File: src/rtl/core/lca_pkg.sv
package lca_pkg;

   localparam int ROWS = 32;
   localparam int COLS = 32;

   localparam int RowW = (ROWS > 1) ? $clog2(ROWS) : 1;
   localparam int StepW = $clog2(ROWS + 2);
   localparam logic [StepW-1:0] LastStep = StepW'(ROWS + 1);

   localparam logic [1:0] CMD_WRITE = 2'd0;
   localparam logic [1:0] CMD_READ = 2'd1;
   localparam logic [1:0] CMD_ADVANCE = 2'd2;

   typedef logic [COLS-1:0] row_word_type;

   typedef struct packed {
      logic latch_req;
      logic fetch;
      logic use_word;
      logic sweep;
      logic [StepW-1:0] step;
      logic load_rsp;
   } ctrl_cmd_type;

   // Next generation of one row from the old rows above, at and below it.
   function automatic row_word_type life_row(row_word_type up, row_word_type mid,
                                             row_word_type dn);
      logic [COLS+1:0] u;
      logic [COLS+1:0] m;
      logic [COLS+1:0] d;
      logic [3:0] count;
      row_word_type res;
      u = {1'b0, up, 1'b0};
      m = {1'b0, mid, 1'b0};
      d = {1'b0, dn, 1'b0};
      res = '0;
      for (int c = 0; c < COLS; c++) begin
         count = 4'(u[c]) + 4'(u[c+1]) + 4'(u[c+2]) + 4'(m[c]) + 4'(m[c+2])
               + 4'(d[c]) + 4'(d[c+1]) + 4'(d[c+2]);
         res[c] = (count == 4'd3) || (m[c+1] && (count == 4'd2));
      end
      return res;
   endfunction

endpackage

File: src/rtl/core/lca_ram.sv
module lca_ram #(
   parameter int WIDTH = 32,
   parameter int DEPTH = 32
) (
   input  logic                     clock,
   input  logic                     wr_en,
   input  logic [$clog2(DEPTH)-1:0] wr_addr,
   input  logic [WIDTH-1:0]         wr_data,
   input  logic                     rd_en,
   input  logic [$clog2(DEPTH)-1:0] rd_addr,
   output logic [WIDTH-1:0]         rd_data
);

   logic [WIDTH-1:0] mem_ff [DEPTH];
   logic [WIDTH-1:0] rd_data_ff;

   always_ff @(posedge clock) begin
      if (wr_en) begin
         mem_ff[wr_addr] <= wr_data;
      end
      if (rd_en) begin
         rd_data_ff <= mem_ff[rd_addr];
      end
   end

   assign rd_data = rd_data_ff;

endmodule

File: src/rtl/core/lca_ctrl.sv
module lca_ctrl (
   input  logic                  clock,
   input  logic                  reset,
   input  logic                  req_valid,
   input  logic [1:0]            req_command,
   output logic                  req_ready,
   input  logic                  rsp_free,
   output lca_pkg::ctrl_cmd_type cmd
);
   import lca_pkg::*;

   typedef enum logic [2:0] {
      S_IDLE,
      S_SWEEP,
      S_FETCH,
      S_USE,
      S_DONE
   } state_type;

   state_type state_ff, state_in;
   logic [StepW-1:0] step_ff, step_in;

   always_comb begin
      state_in = state_ff;
      step_in = step_ff;
      unique case (state_ff)
         S_IDLE: begin
            step_in = '0;
            if (req_valid) begin
               state_in = (req_command == CMD_ADVANCE) ? S_SWEEP : S_FETCH;
            end
         end
         S_SWEEP: begin
            if (step_ff == LastStep) begin
               state_in = S_FETCH;
            end else begin
               step_in = step_ff + StepW'(1);
            end
         end
         S_FETCH: state_in = S_USE;
         S_USE: state_in = S_DONE;
         S_DONE: begin
            if (rsp_free) begin
               state_in = S_IDLE;
            end
         end
         default: state_in = S_IDLE;
      endcase
   end

   always_ff @(posedge clock) begin
      if (reset) begin
         state_ff <= S_IDLE;
         step_ff <= '0;
      end else begin
         state_ff <= state_in;
         step_ff <= step_in;
      end
   end

   assign req_ready = (state_ff == S_IDLE);

   always_comb begin
      cmd.latch_req = (state_ff == S_IDLE) && req_valid;
      cmd.fetch = (state_ff == S_FETCH);
      cmd.use_word = (state_ff == S_USE);
      cmd.sweep = (state_ff == S_SWEEP);
      cmd.step = step_ff;
      cmd.load_rsp = (state_ff == S_DONE) && rsp_free;
   end

endmodule

File: src/rtl/core/lca_dp.sv
module lca_dp (
   input  logic                  clock,
   input  logic                  reset,
   input  logic [1:0]            req_command,
   input  logic [4:0]            req_row,
   input  logic [4:0]            req_col,
   input  logic                  req_alive_in,
   input  lca_pkg::ctrl_cmd_type cmd,
   output logic                  rsp_free,
   output logic                  rsp_valid,
   input  logic                  rsp_ready,
   output logic                  rsp_cell_alive
);
   import lca_pkg::*;

   logic [1:0] command_ff;
   logic [4:0] row_ff;
   logic [4:0] col_ff;
   logic alive_ff;
   row_word_type up_ff, up_in;
   row_word_type mid_ff, mid_in;
   logic valid_ff [ROWS];
   logic rd_valid_ff, rd_valid_in;
   logic result_ff, result_in;
   logic rsp_valid_ff, rsp_valid_in;
   logic rsp_cell_alive_ff;

   logic on_grid;
   logic [RowW-1:0] row_idx;
   logic rd_en;
   logic [RowW-1:0] rd_addr;
   row_word_type rd_data;
   row_word_type rd_word;
   row_word_type below;
   row_word_type shifted;
   row_word_type bit_mask;
   logic wr_en;
   logic [RowW-1:0] wr_addr;
   row_word_type wr_data;

   assign on_grid = (32'(row_ff) < ROWS) && (32'(col_ff) < COLS);
   assign row_idx = RowW'(row_ff);

   assign rd_en = cmd.fetch || (cmd.sweep && (32'(cmd.step) < ROWS));
   assign rd_addr = cmd.sweep ? RowW'(cmd.step) : row_idx;
   assign rd_valid_in = (32'(rd_addr) < ROWS) && valid_ff[rd_addr];
   assign rd_word = rd_valid_ff ? rd_data : '0;
   assign below = (32'(cmd.step) <= ROWS) ? rd_word : '0;

   assign shifted = rd_word >> col_ff;
   assign bit_mask = {{(COLS-1){1'b0}}, 1'b1} << col_ff;

   always_comb begin
      wr_en = 1'b0;
      wr_addr = row_idx;
      wr_data = alive_ff ? (rd_word | bit_mask) : (rd_word & ~bit_mask);
      up_in = up_ff;
      mid_in = mid_ff;
      result_in = result_ff;
      if (cmd.sweep) begin
         if (cmd.step == '0) begin
            up_in = '0;
            mid_in = '0;
         end else begin
            up_in = mid_ff;
            mid_in = below;
         end
         if (cmd.step >= StepW'(2)) begin
            wr_en = 1'b1;
            wr_addr = RowW'(cmd.step - StepW'(2));
            wr_data = life_row(up_ff, mid_ff, below);
         end
      end
      if (cmd.use_word) begin
         if (command_ff == CMD_WRITE) begin
            wr_en = on_grid;
            result_in = on_grid && alive_ff;
         end else begin
            result_in = on_grid && shifted[0];
         end
      end
   end

   lca_ram #(
      .WIDTH(COLS),
      .DEPTH(ROWS)
   ) u_ram (
      .clock(clock),
      .wr_en(wr_en),
      .wr_addr(wr_addr),
      .wr_data(wr_data),
      .rd_en(rd_en),
      .rd_addr(rd_addr),
      .rd_data(rd_data)
   );

   always_comb begin
      rsp_valid_in = rsp_valid_ff;
      if (cmd.load_rsp) begin
         rsp_valid_in = 1'b1;
      end else if (rsp_ready) begin
         rsp_valid_in = 1'b0;
      end
   end

   always_ff @(posedge clock) begin
      if (reset) begin
         rsp_valid_ff <= 1'b0;
         for (int i = 0; i < ROWS; i++) begin
            valid_ff[i] <= 1'b0;
         end
      end else begin
         rsp_valid_ff <= rsp_valid_in;
         if (wr_en) begin
            valid_ff[wr_addr] <= 1'b1;
         end
      end
   end

   always_ff @(posedge clock) begin
      if (cmd.latch_req) begin
         command_ff <= req_command;
         row_ff <= req_row;
         col_ff <= req_col;
         alive_ff <= req_alive_in;
      end
      if (rd_en) begin
         rd_valid_ff <= rd_valid_in;
      end
      if (cmd.load_rsp) begin
         rsp_cell_alive_ff <= result_ff;
      end
      up_ff <= up_in;
      mid_ff <= mid_in;
      result_ff <= result_in;
   end

   assign rsp_free = !rsp_valid_ff || rsp_ready;
   assign rsp_valid = rsp_valid_ff;
   assign rsp_cell_alive = rsp_cell_alive_ff;

endmodule

File: src/rtl/core/life_cellular_automaton_step.sv
// Life grid engine, rule B3/S23, on a ROWS by COLS grid of one-bit cells.
// The request channel carries a command (write cell, read cell, advance one
// generation), a row, a column and the value to write. Every request gives
// exactly one response transfer holding the addressed cell after the
// operation; an address outside the grid reads as dead and writes nothing.
// Requests are taken one at a time. For a read or write the request passes
// through the fetch, use and done states before the result is loaded into
// the response register, and the next request can be taken on the edge on
// which that response transfers. A generation sweeps the grid memory one row
// word per cycle through a three-row window, in ROWS + 2 sweep steps behind
// the registered memory read, then fetches and uses the addressed row.
// The response sits in an output register, so a new request is taken while
// an earlier response still waits. If the receiver stalls and the register
// is full, the engine holds its result and takes no new request.
// Reset marks every row unwritten, so the whole grid reads as dead.
module life_cellular_automaton_step (
   input  logic       clock,
   input  logic       reset,
   input  logic       req_valid,
   output logic       req_ready,
   input  logic [1:0] req_command,
   input  logic [4:0] req_row,
   input  logic [4:0] req_col,
   input  logic       req_alive_in,
   output logic       rsp_valid,
   input  logic       rsp_ready,
   output logic       rsp_cell_alive
);
   import lca_pkg::*;

   ctrl_cmd_type cmd;
   logic rsp_free;

   lca_ctrl u_ctrl (
      .clock(clock),
      .reset(reset),
      .req_valid(req_valid),
      .req_command(req_command),
      .req_ready(req_ready),
      .rsp_free(rsp_free),
      .cmd(cmd)
   );

   lca_dp u_dp (
      .clock(clock),
      .reset(reset),
      .req_command(req_command),
      .req_row(req_row),
      .req_col(req_col),
      .req_alive_in(req_alive_in),
      .cmd(cmd),
      .rsp_free(rsp_free),
      .rsp_valid(rsp_valid),
      .rsp_ready(rsp_ready),
      .rsp_cell_alive(rsp_cell_alive)
   );

endmodule

File: config.mk
export PLATFORM = sky130hd
export DESIGN_NAME = life_cellular_automaton_step
export DESIGN_NICKNAME = d
export VERILOG_FILES = /design/src/rtl/core/lca_pkg.sv /design/src/rtl/core/lca_ram.sv /design/src/rtl/core/lca_ctrl.sv /design/src/rtl/core/lca_dp.sv /design/src/rtl/core/life_cellular_automaton_step.sv
export SDC_FILE = /design/constraint.sdc
export NUM_CORES = 2
export LEC_CHECK = 0
export BUFFER_PORTS_ARGS = -buffer_cell sky130_fd_sc_hd__buf_4
export CELL_PAD_IN_SITES_DETAIL_PLACEMENT = 1
export CELL_PAD_IN_SITES_GLOBAL_PLACEMENT = 1
export CORE_MARGIN = 2
export CORE_UTILIZATION = 55
export CTS_CLUSTER_DIAMETER = 80
export DETAILED_ROUTE_END_ITERATION = 8
export PLACE_DENSITY = 0.8
export SYNTH_ARGS = -nofsm -noshare
export SYNTH_HDL_FRONTEND = slang
export SYNTH_SLANG_ARGS = --single-unit
File: constraint.sdc
create_clock -name clock -period 11.3 [get_ports clock]
set_input_delay 1.13 -clock clock [delete_from_list [all_inputs] [get_ports clock]]
set_output_delay 1.13 -clock clock [all_outputs]
set_load 0.01 [all_outputs]
Word-level counts from Yosys, hierarchy flattened
Memory sizes are Yosys's and may differ from the RTL's. A register that Yosys moved wholly into a read port is not among the register bits.
Cells that the tools add are included.
W data, S select, Z words.
- mux-type cells: 31
- magnitude comparators: 3
- reductions and logical operators: 78
- bitwise logic cells: 3
- add/subtract/negate cells: 219
- eq/ne operators: 74
- shift-type cells: 2
- operator list (kind ; number):
    $add A4 B1 Y4 ; 185
    $eq A4 B2 Y1 const B ; 64
    $mux W32 ; 5
    $add A1 B1 Y2 ; 31
    $logic_and A1 B1 Y1 ; 35
    $logic_or A1 B1 Y1 ; 34
    $and A32 B32 Y32 ; 1
    $not A32 Y32 ; 1
    $or A32 B32 Y32 ; 1
    $shl A1 B5 Y32 const A ; 1
    $shr A32 B5 Y1 ; 1
    $mux W5 ; 4
    $mux W1 ; 15
    $pmux W3 S5 ; 1
    $pmux W6 S2 ; 1
    $mux W3 ; 3
    $add A6 B1 Y6 const B ; 1
    $eq A3 B2 Y1 const B ; 2
    $eq A6 B6 Y1 const B ; 1
    $ge A6 B2 Y1 const B ; 1
    $le A6 B6 Y1 const B ; 1
    $logic_not A6 Y1 ; 1
    $lt A6 B6 Y1 const B ; 1
    $mux W6 ; 1
    other kinds (15) ; 18
- input bits: 17
- output and inout port bits: 3
- register bits after elaboration: 89
- bits in writable memories: 1056
- memories kept: 2
- logic and storage cells: 423
- memory list (memory ; words ; bits a word ; rd ports ; clocked after memory_dff ; wr ports ; line ; RTL):
    u_dp.u_ram.mem_ff ; 32 ; 32 ; 1 ; 1 ; 1 ; lca_ram.sv:14 ; logic [WIDTH-1:0] mem_ff [DEPTH];
    u_dp.valid_ff ; 32 ; 1 ; 1 ; 1 ; 32 ; lca_dp.sv:22 ; logic valid_ff [ROWS];

Logic depth before layout (Yosys ltp)
- depth in word-level cells: 12
- mapped depth: 20
- gate-level depth less buffers: 17

By module
A second synthesis with hierarchy kept.
- cells, all modules: 3444
- area total of the unflattened synthesis: 52277.6 µm²
- modules (own cells, without submodules) (module ; times used ; area each (µm²) ; seq. area each (µm²) ; cells each):
    lca_ram ; 1 ; 40805.4 ; 31710.4 ; 2260
    lca_dp ; 1 ; 10896.7 ; 3062.9 ; 1109
    lca_ctrl ; 1 ; 575.6 ; 180.2 ; 75

Worst setup path before layout
No wires, ideal clock.
- kind: reg-to-reg
- from: reg u_ctrl.step_ff[1]
- to: mem u_dp.u_ram.mem_ff[0][12] (data pin)
- buffers on the path: 3
- arrival time: 5371 ps
- slack: 5456 ps
- stages on the path, launching flop included: 21
- data required time: 10827 ps
- period minus slack after synthesis: 5844 ps
- library setup time: 473 ps
- path through: dfxtp_1 > clkbuf_1 > inv_1 > ha_1 > inv_1 > o41ai_1 > and2_1 > clkbuf_1 > buf_1 > nand2_1 > fa_1 > fa_1 > inv_1 > fa_1 > inv_1 > fa_1 > nor2_1 > nand2_1 > a21oi_1 > o21ai_0 > o32ai_1
- longest elaborated chain between the ends: 10
- elaborated cells between the ends (all ways): 12
- those cells by class: 3 x add/sub; 2 x order compare; 2 x eq/ne; 3 x mux; 2 x reduce/logical
- ends and longest elaborated chain (element ; line ; RTL):
    start, declared ; lca_ctrl.sv:21 ; logic [StepW-1:0] step_ff, step_in;
    start signal, assigned ; lca_ctrl.sv:57 ; step_ff <= step_in;
    $le A6 B6 Y1 ; lca_dp.sv:48 ; assign below = (32'(cmd.step) <= ROWS) ? rd_word : '0;
    $mux W32 ; lca_dp.sv:48 ;
    $add A4 B1 Y4 (3 in series) ; lca_pkg.sv:39 ; + 4'(d[c]) + 4'(d[c+1]) + 4'(d[c+2]);
    $eq A4 B2 Y1 ; lca_pkg.sv:40 ; res[c] = (count == 4'd3) || (m[c+1] && (count == 4'd2));
    $logic_and A1 B1 Y1 ; lca_pkg.sv:40 ;
    $logic_or A1 B1 Y1 ; lca_pkg.sv:40 ;
    $mux W32 * ; lca_dp.sv:68 ; if (cmd.step >= StepW'(2)) begin
    $mux W32 * ; lca_dp.sv:60 ; if (cmd.sweep) begin
    net u_dp.u_ram.wr_data[12] ; lca_ram.sv:8 ; input logic [WIDTH-1:0] wr_data,
    end, declared ; lca_ram.sv:14 ;
The timed path passes the listed nets; every way through them passes the cells marked *.

Worst setup path in the final report
- from: reg u_ctrl.step_ff[1]
- to: mem u_dp.u_ram.mem_ff[25][6] (data pin)
The elaborated chain is that of the path after synthesis.

==> results.toml <==
[setup_path]
startpoint = "u_ctrl.step_ff[1]$_SDFFE_PP0P_"
path_depth = 17
crit_fanout = 32
rr_startpoint = "u_ctrl.step_ff[1]$_SDFFE_PP0P_"
cp_num_buf_inv = 5
crit_arrival_ns = 6.66
reg2regPathDepth = 17
critPathKind = "reg -> reg"
critPathTopFamily = "adder cells"
path_cells = "inv_1 > ha_1 > inv_1 > o41ai_1 > and2_1 > buf_4 > nand2_1 > fa_1 > fa_1 > inv_1 > fa_1 > inv_1 > fa_1 > a2111oi_0 > a21oi_1 > or4_1 > o21ai_2"
critical_path.slowest_cell = "fa_1"
rr_endpoint = "u_dp.u_ram.mem_ff[25][6]$_DFFE_PP_"
cp-endpoint = "u_dp.u_ram.mem_ff[25][6]$_DFFE_PP_"
start_kind = "register"
required_ns = 11.65
reg2reg_slack_ns = 4.99
slowest_delay_ns = 0.63
endpoint_kind = "register"

[place]
numPortBuffers = 19
dp.cells = 5116
dp_hpwl_um = 98800
placed_area_um2 = 54300
gp_congestion = 0.899

[timing]
rsz0062_at_grt = "no"
setup_viol = 0
tns_ns = 0
clock_skew_ns = 0.0400
slew_viol_final = 0
holdWs_ns = 0.420
fin_crit_ns = 6.31
slew_headroom = 0.0827
finalCritPeriodShare = 0.558
fmax_mhz = 159
finalHoldViolations = 0
worstMarginPinSlew_ns = 1.38

[power_and_ir_drop]
sw_frac_of_total = 0.287
p_sw_uw = 3160
p_leak_uw = 0.0209
combPwrFrac = 0.180
vdd_drop_max_mv = 0.139
pwr-share-seq = 0.465
clkPwrFrac = 0.355
p_per_area_nw_per_um2 = 189
p_int_uw = 7840

[grt]
antenna_found_initial = 5
grt_pass1_wl_um = 253000
grt_use_total = 0.359
gr-total-overflow = 0
grt_max_degree = 120
grt_pass1_vias = 37300

[synth]
ys_ff_latch = 1178
synth_area_um2 = 52300
ys_warn_count = 0
synth_edf_count = 1136
synth_cell_types = 69
synthesis.nets = 4193
synth_flop_cell = "edfxtp_1"
syn_area_per_cell_um2 = 13.2
ys_seq_area_frac = 0.668
synthArstFlopShare = 0
netlist_instances = 3953

[clocking]
post_cts_buffers = 0
root_buffer = "clkbuf_16"
cts_buffers = 119
postCtsHoldBufs = 0
clkSlewWorstSetupHoldPaths_ns = 0.06
clock-sinks = 1178
htree_levels = 3
ctsResizeCount = 0
worstSkewPairLatency_ns = 0.75
cts_buffer_depth = 3
tritoncts = "done"

[route]
routedWlPerCell_um = 32.8
firstDrtPassIters = 6
vias_per_cell = 6.64
vias = 35500
drt_iter0_drc = 4946
drc = 0
wl_um = 175000
drt.antenna.violating_nets = 0

[hold_path]
min_path_cells = 0
hold_path_class = "reg -> reg"

[layout]
layout.nets = 4212
finalNonFillerCells = 5342
layout_commonest_cell = "edfxtp_1"
num-fill-cells = 8984
drive_gt1_frac = 0.0999
syn_to_final_growth_pct = 11.1
layout_common_cells = "1,136 x edfxtp_1, 715 x nand2_1, 314 x inv_1"
design_area_um2 = 58100

[floorplan]
start_util = 0.553
ios = 20
coreArea_um2 = 94600
die_h_um = 312
num_rows = 113
dieArea_um2 = 97600
die_x_um = 312

[run_status]
status = "completed"

[job]
drv_cap = 0
==> cells in the mapped netlist, types with 54 or more instances <==
library cell | n | area (um2)
a32oi_1 | 152 | 1330
inv_1 | 314 | 1180
ha_1 | 99 | 1240
o21ai_0 | 66 | 330
buf_2 | 54 | 270
mux2i_1 | 177 | 1770
fa_1 | 124 | 2480
a31oi_1 | 68 | 425
edfxtp_1 | 1136 | 34100
nor2_1 | 259 | 972
nand3_1 | 165 | 826
nand2_1 | 716 | 2690
a21oi_1 | 162 | 811
clkbuf_1 | 116 | 435
==> flip-flops by register name, summed over array words and instances (netlist names) <==
signal,cells
u_dp.rsp_cell_alive,1
u_dp.col_ff,5
u_dp.valid_ff,32
u_dp.u_ram.rd_data,32
u_dp.rsp_valid,1
u_dp.up_ff,32
u_dp.rd_valid_ff,1
u_dp.row_ff,5
u_dp.alive_ff,1
u_dp.result_ff,1
u_dp.u_ram.mem_ff,1024
u_dp.command_ff,2
u_ctrl.step_ff,6
u_dp.mid_ff,32
u_ctrl.state_ff,3
==> worst min-delay path by stage <==
stage | from | to | slack (ns)
after CTS | u_dp.result_ff$_DFFE_PP_ | u_dp.rsp_cell_alive$_DFFE_PP_ | 0.42
final | u_dp.result_ff$_DFFE_PP_ | u_dp.rsp_cell_alive$_DFFE_PP_ | 0.42
after detailed placement | u_dp.result_ff$_DFFE_PP_ | u_dp.rsp_cell_alive$_DFFE_PP_ | 0.41
after global placement | u_dp.result_ff$_DFFE_PP_ | u_dp.rsp_cell_alive$_DFFE_PP_ | 0.40
after floorplan | u_dp.result_ff$_DFFE_PP_ | u_dp.rsp_cell_alive$_DFFE_PP_ | 0.40
after global routing | u_dp.result_ff$_DFFE_PP_ | u_dp.rsp_cell_alive$_DFFE_PP_ | 0.44
==> metal layers <==
| layer | track usage | wire (um) |
|---|---|---|
| met1 | 0.458 | 64000 |
| met4 | 0.219 | 11700 |
| met5 | 0 | 11 |
| met3 | 0.0758 | 17700 |
| met2 | 0.568 | 81600 |
==> per-stage QoR <==
stage / utilization / setup WS (ns) / total power [uW]
after global placement: 0.574 / 5.74 / 6930
final: 0.614 / 4.99 / 11000
after detailed placement: 0.574 / 5.22 / 7110
after CTS: 0.614 / 5.08 / 11000
after floorplan: - / 5.46 / 6380
after global routing: 0.614 / 4.81 / 11300
==> layout make-up <==
class / instances / area, um2 / share of cell area
clock buffer: 154 / 3150 / 0.0542
tap: 1265 / 1580 / 0.0272
sequential: 1178 / 35000 / 0.601
timing repair buffer: 111 / 846 / 0.0146
clock inverter: 68 / 651 / 0.0112
multi-input combinational: 2247 / 15700 / 0.271
inverter: 315 / 1180 / 0.0204
antenna: 4 / 10.0 / 0.000172
==> cells by family after synthesis <==
family	share of synthesized area
fa+ha+maj	0.0711
mux	0.0463
compound gates	0.0675
simple gates	0.104
flops	0.668
buf+inv	0.0419
xor+xnor	0.000670
==> power groups by stage <==
stage	clock [uW]	sequential (uW)	combinational, uW
floorplan	0	5160	1220
global placement	0	5200	1730
detailed placement	0	5200	1910
CTS	3920	5110	1960
global route	4060	5110	2160
finish	3900	5110	1990
No activity file was read; power rests on OpenSTA's default activity.
